==> src/rtl/ifam_pkg.sv <==
// ----------------------------------------------------------------------------
// Infusion flow alarm monitor package
// Alarm codes, opcodes, register indexes, widths and reset values.
// ----------------------------------------------------------------------------
package ifam_pkg;

    localparam int unsigned TIME_W   = 32;
    localparam int unsigned FLOW_W   = 24;
    localparam int unsigned TARGET_W = 16;
    localparam int unsigned TMO_W    = 20;
    localparam int unsigned PERIOD_W = 16;
    localparam int unsigned CFG_IDX_W  = 2;
    localparam int unsigned CFG_DATA_W = 20;

    localparam logic [TARGET_W-1:0] TARGET_RST = TARGET_W'(0);
    localparam logic [TMO_W-1:0]    STOP_TMO_RST = TMO_W'(15000);
    localparam logic [TMO_W-1:0]    HOLD_RST     = TMO_W'(10000);
    localparam logic [PERIOD_W-1:0] PERIOD_RST   = PERIOD_W'(500);

    typedef enum logic [1:0] {
        ALM_IDLE    = 2'd0,
        ALM_NO_DROP = 2'd1,
        ALM_RATE    = 2'd2
    } t_alarm;

    typedef enum logic {
        OP_CHECK = 1'b0,
        OP_MUTE  = 1'b1
    } t_opcode;

    typedef enum logic [CFG_IDX_W-1:0] {
        CFG_TARGET_RATE = 2'd0,
        CFG_STOP_TMO    = 2'd1,
        CFG_FLOW_HOLD   = 2'd2,
        CFG_BEEP_PERIOD = 2'd3
    } t_cfg_idx;

    // 10 * |flow - target*256| > target*256
    function automatic logic out_of_band(
        input logic [FLOW_W-1:0]   flow,
        input logic [TARGET_W-1:0] target
    );
        logic [FLOW_W-1:0] t;
        logic [FLOW_W-1:0] d;
        logic [FLOW_W+3:0] d10;
        t = {target, 8'h00};
        d = (flow > t) ? (flow - t) : (t - flow);
        d10 = {1'b0, d, 3'b000} + {3'b000, d, 1'b0};
        return d10 > {4'b0000, t};
    endfunction

endpackage

==> src/rtl/infusion_flow_alarm_monitor.sv <==
// ----------------------------------------------------------------------------
// Infusion flow alarm monitor
// Drop timeout and flow band alarms with beep pacing and mute.
// Each request passes the input register and then the result register; a
// result held by the receiver stalls the input register.
// Throughput: one request per cycle while the result is taken; set by the state update.
// Reset: synchronous, active low; clears alarm state, deviation timer, beep
// time and mute flag, and loads the register defaults.
// ----------------------------------------------------------------------------
module infusion_flow_alarm_monitor (
    input  logic                                i_clk,
    input  logic                                i_rst_n,
    input  logic                                i_in_valid,
    output logic                                o_in_ready,
    input  logic                                i_opcode,
    input  logic [ifam_pkg::TIME_W-1:0]         i_now_ms,
    input  logic [ifam_pkg::TIME_W-1:0]         i_drop_time_ms,
    input  logic [ifam_pkg::FLOW_W-1:0]         i_flow_rate,
    output logic                                o_out_valid,
    input  logic                                i_out_ready,
    output logic [1:0]                          o_alarm_code,
    output logic                                o_beep,
    output logic                                o_alarm_started,
    output logic                                o_alarm_cleared,
    output logic                                o_silence,
    output logic                                o_is_muted,
    input  logic                                i_cfg_valid,
    output logic                                o_cfg_ready,
    input  logic [ifam_pkg::CFG_IDX_W-1:0]      i_cfg_index,
    input  logic [ifam_pkg::CFG_DATA_W-1:0]     i_cfg_data
);

    // configuration
    logic [ifam_pkg::TARGET_W-1:0] r_target;
    logic [ifam_pkg::TMO_W-1:0]    r_stop_tmo;
    logic [ifam_pkg::TMO_W-1:0]    r_hold;
    logic [ifam_pkg::PERIOD_W-1:0] r_period;

    // state
    ifam_pkg::t_alarm              r_alarm, n_alarm;
    logic [ifam_pkg::TIME_W-1:0]   r_dev_start, n_dev_start;
    logic [ifam_pkg::TIME_W-1:0]   r_last_beep, n_last_beep;
    logic                          r_muted, n_muted;

    // input stage
    logic                          r_in_valid;
    logic                          r_opcode;
    logic [ifam_pkg::TIME_W-1:0]   r_now;
    logic [ifam_pkg::TIME_W-1:0]   r_drop;
    logic [ifam_pkg::FLOW_W-1:0]   r_flow;

    // result stage
    logic                          r_out_valid;
    logic [1:0]                    r_alarm_code;
    logic                          r_beep, r_started, r_cleared, r_silence, r_is_muted;

    logic                          n_beep, n_started, n_cleared, n_silence;
    logic [ifam_pkg::TIME_W-1:0]   since_drop, since_beep, since_dev;
    logic                          oob;
    logic                          advance;
    logic                          in_take;

    assign advance    = r_in_valid && (!r_out_valid || i_out_ready);
    assign o_in_ready = !r_in_valid || advance;
    assign in_take    = i_in_valid && o_in_ready;
    assign o_cfg_ready = 1'b1;

    assign since_drop = r_now - r_drop;
    assign since_beep = r_now - r_last_beep;
    assign since_dev  = r_now - r_dev_start;
    assign oob        = ifam_pkg::out_of_band(r_flow, r_target);

    always_comb begin
        n_alarm     = r_alarm;
        n_dev_start = r_dev_start;
        n_last_beep = r_last_beep;
        n_muted     = r_muted;
        n_beep      = 1'b0;
        n_started   = 1'b0;
        n_cleared   = 1'b0;
        n_silence   = 1'b0;
        if (r_opcode == ifam_pkg::OP_MUTE) begin
            n_muted   = 1'b1;
            n_silence = 1'b1;
        end else if (r_alarm != ifam_pkg::ALM_IDLE) begin
            if (!r_muted && (since_beep >= {16'h0000, r_period})) begin
                n_last_beep = r_now;
                n_beep      = 1'b1;
            end
            if (r_alarm == ifam_pkg::ALM_NO_DROP) begin
                if (since_drop < {12'h000, r_stop_tmo}) begin
                    n_alarm   = ifam_pkg::ALM_IDLE;
                    n_cleared = 1'b1;
                end
            end else if (r_alarm == ifam_pkg::ALM_RATE) begin
                if (!oob) begin
                    n_alarm     = ifam_pkg::ALM_IDLE;
                    n_cleared   = 1'b1;
                    n_dev_start = '0;
                end
            end
        end else if (since_drop >= {12'h000, r_stop_tmo}) begin
            n_alarm   = ifam_pkg::ALM_NO_DROP;
            n_muted   = 1'b0;
            n_started = 1'b1;
        end else if (r_target != '0) begin
            if (oob) begin
                if (r_dev_start == '0) begin
                    n_dev_start = r_now;
                end else if (since_dev >= {12'h000, r_hold}) begin
                    n_alarm   = ifam_pkg::ALM_RATE;
                    n_muted   = 1'b0;
                    n_started = 1'b1;
                end
            end else begin
                n_dev_start = '0;
            end
        end else begin
            n_dev_start = '0;
        end
    end

    always_ff @(posedge i_clk) begin
        if (!i_rst_n) begin
            r_target    <= ifam_pkg::TARGET_RST;
            r_stop_tmo  <= ifam_pkg::STOP_TMO_RST;
            r_hold      <= ifam_pkg::HOLD_RST;
            r_period    <= ifam_pkg::PERIOD_RST;
        end else if (i_cfg_valid) begin
            unique case (ifam_pkg::t_cfg_idx'(i_cfg_index))
                ifam_pkg::CFG_TARGET_RATE: r_target   <= i_cfg_data[ifam_pkg::TARGET_W-1:0];
                ifam_pkg::CFG_STOP_TMO:    r_stop_tmo <= i_cfg_data[ifam_pkg::TMO_W-1:0];
                ifam_pkg::CFG_FLOW_HOLD:   r_hold     <= i_cfg_data[ifam_pkg::TMO_W-1:0];
                ifam_pkg::CFG_BEEP_PERIOD: r_period   <= i_cfg_data[ifam_pkg::PERIOD_W-1:0];
                default: ;
            endcase
        end
    end

    always_ff @(posedge i_clk) begin
        if (!i_rst_n) begin
            r_alarm     <= ifam_pkg::ALM_IDLE;
            r_dev_start <= '0;
            r_last_beep <= '0;
            r_muted     <= 1'b0;
            r_in_valid  <= 1'b0;
            r_out_valid <= 1'b0;
        end else begin
            if (in_take) begin
                r_in_valid <= 1'b1;
            end else if (advance) begin
                r_in_valid <= 1'b0;
            end
            if (advance) begin
                r_alarm     <= n_alarm;
                r_dev_start <= n_dev_start;
                r_last_beep <= n_last_beep;
                r_muted     <= n_muted;
                r_out_valid <= 1'b1;
            end else if (i_out_ready) begin
                r_out_valid <= 1'b0;
            end
        end
    end

    always_ff @(posedge i_clk) begin
        if (in_take) begin
            r_opcode <= i_opcode;
            r_now    <= i_now_ms;
            r_drop   <= i_drop_time_ms;
            r_flow   <= i_flow_rate;
        end
        if (advance) begin
            r_alarm_code <= n_alarm;
            r_beep       <= n_beep;
            r_started    <= n_started;
            r_cleared    <= n_cleared;
            r_silence    <= n_silence;
            r_is_muted   <= n_muted;
        end
    end

    assign o_out_valid     = r_out_valid;
    assign o_alarm_code    = r_alarm_code;
    assign o_beep          = r_beep;
    assign o_alarm_started = r_started;
    assign o_alarm_cleared = r_cleared;
    assign o_silence       = r_silence;
    assign o_is_muted      = r_is_muted;

    a_start_clear: assert property (@(posedge i_clk) disable iff (!i_rst_n)
        o_out_valid |-> !(o_alarm_started && o_alarm_cleared))
        else $error("alarm raised and cleared in one request");

    a_started_unmuted: assert property (@(posedge i_clk) disable iff (!i_rst_n)
        (o_out_valid && o_alarm_started) |->
            (o_alarm_code != ifam_pkg::ALM_IDLE) && !o_is_muted)
        else $error("raised alarm without code or still muted");

    a_silence_only: assert property (@(posedge i_clk) disable iff (!i_rst_n)
        (o_out_valid && o_silence) |->
            o_is_muted && !o_beep && !o_alarm_started && !o_alarm_cleared)
        else $error("mute result carries other events");

    a_cleared_none: assert property (@(posedge i_clk) disable iff (!i_rst_n)
        (o_out_valid && o_alarm_cleared) |-> (o_alarm_code == ifam_pkg::ALM_IDLE))
        else $error("cleared alarm still reported");

    a_state_hold: assert property (@(posedge i_clk) disable iff (!i_rst_n)
        !$past(advance) |-> $stable(r_alarm) && $stable(r_muted))
        else $error("alarm state changed without a request");

endmodule

==> config.mk <==
export PLATFORM = sky130hd
export DESIGN_NAME = infusion_flow_alarm_monitor
export DESIGN_NICKNAME = d
export VERILOG_FILES = /design/src/rtl/ifam_pkg.sv /design/src/rtl/infusion_flow_alarm_monitor.sv
export SDC_FILE = /design/constraint.sdc
export NUM_CORES = 1
export LEC_CHECK = 0
export BUFFER_PORTS_ARGS = -buffer_cell sky130_fd_sc_hd__buf_2
export CORE_MARGIN = 2
export CORE_UTILIZATION = 40
export CTS_CLUSTER_DIAMETER = 80
export DETAILED_ROUTE_END_ITERATION = 8
export PLACE_DENSITY = 0.68
export SYNTH_ARGS = -nofsm -noshare
export SYNTH_HDL_FRONTEND = slang
export SYNTH_SLANG_ARGS = --single-unit
export TNS_END_PERCENT = 20
==> constraint.sdc <==
create_clock -name i_clk -period 7.1 [get_ports i_clk]
set_input_delay 1.42 -clock i_clk [delete_from_list [all_inputs] [get_ports i_clk]]
set_output_delay 1.42 -clock i_clk [all_outputs]
set_load 0.05 [all_outputs]
==> out/results.ini <==
[sta]
fmax_ghz=0.147
rsz0062_at_grt=yes
maxSlewViolCount=0
worst_clock_skew_ns=0.0435
finalCritPeriodShare=0.959
fin_crit_ns=6.81
tightest_slew_ns=1.01
hold_violations=0
setup_viol_count_final=0
relSlewSlack=0.320

[place]
dpl-instance-area_sq_um=21200
portBuffers=124
dp_hpwl_microns=45500
routabilityCongestion=0.943

[final_layout]
drive_gt1_frac=0.180
mostFrequentLayoutCells=nand2_1 (286), inv_1 (220), ha_1 (213)
fin_util=0.485
fin_area_sq_um=22600
finalNetCount=2813
mostFrequentLayoutCell=nand2_1
syn_to_final_growth_pct=19.7

[synth]
synthCells=2229
synth.distinct_cells=94
synthArstFlopShare=0
yosysSeqAreaShare=0.302
netlist_top_cells_area=edfxtp_1 (15%), dfxtp_1 (15%), ha_1 (14%)
ys_warn_count=0
synth_edf_count=96
synth_top_area_share=0.152
synth_area_sq_um=18900
ys_ff_latch=237
synth_ff_type=dfxtp_1
avgSynthCellArea_sq_um=8.48
synth.largest_area_cell=edfxtp_1
synthesis.nets=2567

[detailed_routing]
dr.pass1.iters=9
drt.antenna.violating_nets=0
vias=17300
via_per_inst=5.56
drc_errors=8
drt_iter0_drc=887
post_drt_wl_per_cell_microns=18.9
wl_microns=58800

[clocking]
clk_pin_slew_ns=0.06
cts_tree=built
cts_root_buffer=clkbuf_16
cts_made_buffers=34
cts.sinks=237
clock_tree.buffer_depth=3
cts_max_level=2
postCtsHoldBufs=0
clkLatencyLatePin_ns=0.56

[floorplanning]
die_y_microns=221
core-area_sq_um=46700
start_util=0.405
row_count=79
die_area_sq_um=49000
io_pins=126
fp.dieW_microns=221

[critical_path]
critPathKind=reg2reg
crit_path_start_kind=flip-flop
worst_path_max_delay_cell=or4b_4
slowest_delay_ns=0.49
critPathCaptureType=flip-flop
cp_max_fo=8
crit_required_ns=7.54
cp.arrival_ns=7.25

[status]
violations=DRC
outcome=finished, violations left

[pwr]
finalPower_mw=5.26
power_leakage_nw=9.62
powerDensity_nw_per_um2=232
ir_worst_vdd_mv=0.196

[grt]
grt_max_degree=103
first_global_vias=16900
track_usage=0.234
grt_antenna_before_repair=2
grt_pass1_wl_microns=91000
overflow=0

[min_path]
hold_class=reg2reg

[run]
maxCapViolCount=0

[per-layer routing]
layer,vias to the layer above,share of wire,track usage
met3,137,0.045,0.0266
li1,8520,-,-
met1,8184,0.43,0.287
met2,431,0.48,0.404
met5,-,0,0
met4,0,0.053,0.122
[stage by stage]
step                TNS, ns  hold WS (ns)  worst slack (ns)  cells
CTS                       0         0.459           0.00608   3103
floorplan                 0         0.424             0.135   2229
global route          -2.55         0.470           -0.0921   3108
global placement          0         0.442            0.0120   3040
finish                    0         0.456             0.290   3109
detailed placement    -2.29         0.449           -0.0887   3040
[Yosys cell counts (all sizes together) (9+ instances only)]
master and number:
mux2i 47, o21a 12, a21o 107, a21boi 65, xnor2 77, nor4 25, o31ai 13, edfxtp 96
a32o 32, nand2 286, xor2 38, a211oi 24, nand4 36, buf 27, o21ai 94, a21oi 147
nor2b 24, ha 218, o211ai 35, nor2 90, dfxtp 141, and2 14, clkbuf 75, a41oi 11
and3 19, nand2b 25, nor3 22, a2111oi 10, or3 9, a31oi 13, nand3 40, o21bai 17
nor3b 9, inv 222
[worst max-delay path: cells and delay by family, from the launching register on]
kind / cells / cell delay [ns]
AO/OA/AOI/OAI: 10 / 2.39
AND/OR/NAND/NOR: 9 / 2.03
adder cells (fa/ha/maj): 4 / 0.98
buffers and inverters: 3 / 0.41
flip-flops: 1 / 0.38
multiplexers: 1 / 0.28
XOR/XNOR: 2 / 0.22
[report_power, final]
part | switching [mW] | internal, mW
registers | 0.0481 | 1.47
logic | 1.09 | 0.953
clock network | 0.694 | 1.00
total | 1.83 | 3.43
[cell families after synthesis]
logic type               after synthesis  share of synthesized area
adder cells (fa/ha/maj)              224                      0.150
AO/OA/AOI/OAI                        640                      0.235
multiplexers                          54                     0.0299
XOR/XNOR                             115                     0.0537
flip-flops                           237                      0.302
other                                  1                   0.000198
AND/OR/NAND/NOR                      634                      0.162
buffers and inverters                324                     0.0684
[path summary, 6_finish.rpt]
| path | from | to | slack, ns | cells after the start |
|---|---|---|---|---|
| min reg2reg | r_last_beep[17]$_SDFFE_PN0P_ | r_last_beep[17]$_SDFFE_PN0P_ | 0.46 | 2 |
| min | r_last_beep[17]$_SDFFE_PN0P_ | r_last_beep[17]$_SDFFE_PN0P_ | 0.46 | 2 |
| max reg2reg | r_flow[0]$_DFFE_PP_ | r_dev_start[28]$_SDFFE_PN0P_ | 0.29 | 29 |
| max | r_flow[0]$_DFFE_PP_ | r_dev_start[28]$_SDFFE_PN0P_ | 0.29 | 29 |
[final cells by class]
| cell class | count | area [sq um] |
|---|---|---|
| Antenna cell | 1 | 2.50 |
| Clock inverter | 16 | 119 |
| Inverter | 222 | 833 |
| Fill cell | 4495 | 24000 |
| Sequential cell | 237 | 5710 |
| Multi-Input combinational cell | 1670 | 12200 |
| Tap cell | 607 | 759 |
| Timing Repair Buffer | 310 | 2040 |
| Clock buffer | 46 | 998 |
[flip-flops by register name, indices dropped and copies added (netlist names), 2 cells and up]
name,flops
r_flow,24
r_last_beep,32
r_now,32
r_target,16
r_alarm,2
r_dev_start,32
r_hold,20
o_alarm_code,2
r_period,16
r_drop,32
r_stop_tmo,20
[repair_timing]
item                       in CTS  in global routing
setup buffers                   0                  4
pin swaps                       1                 25
setup endpoints to repair      33                 38
cloned                          1                  1
gates resized for setup         8                 51
Power figures use the tool's default switching activity.
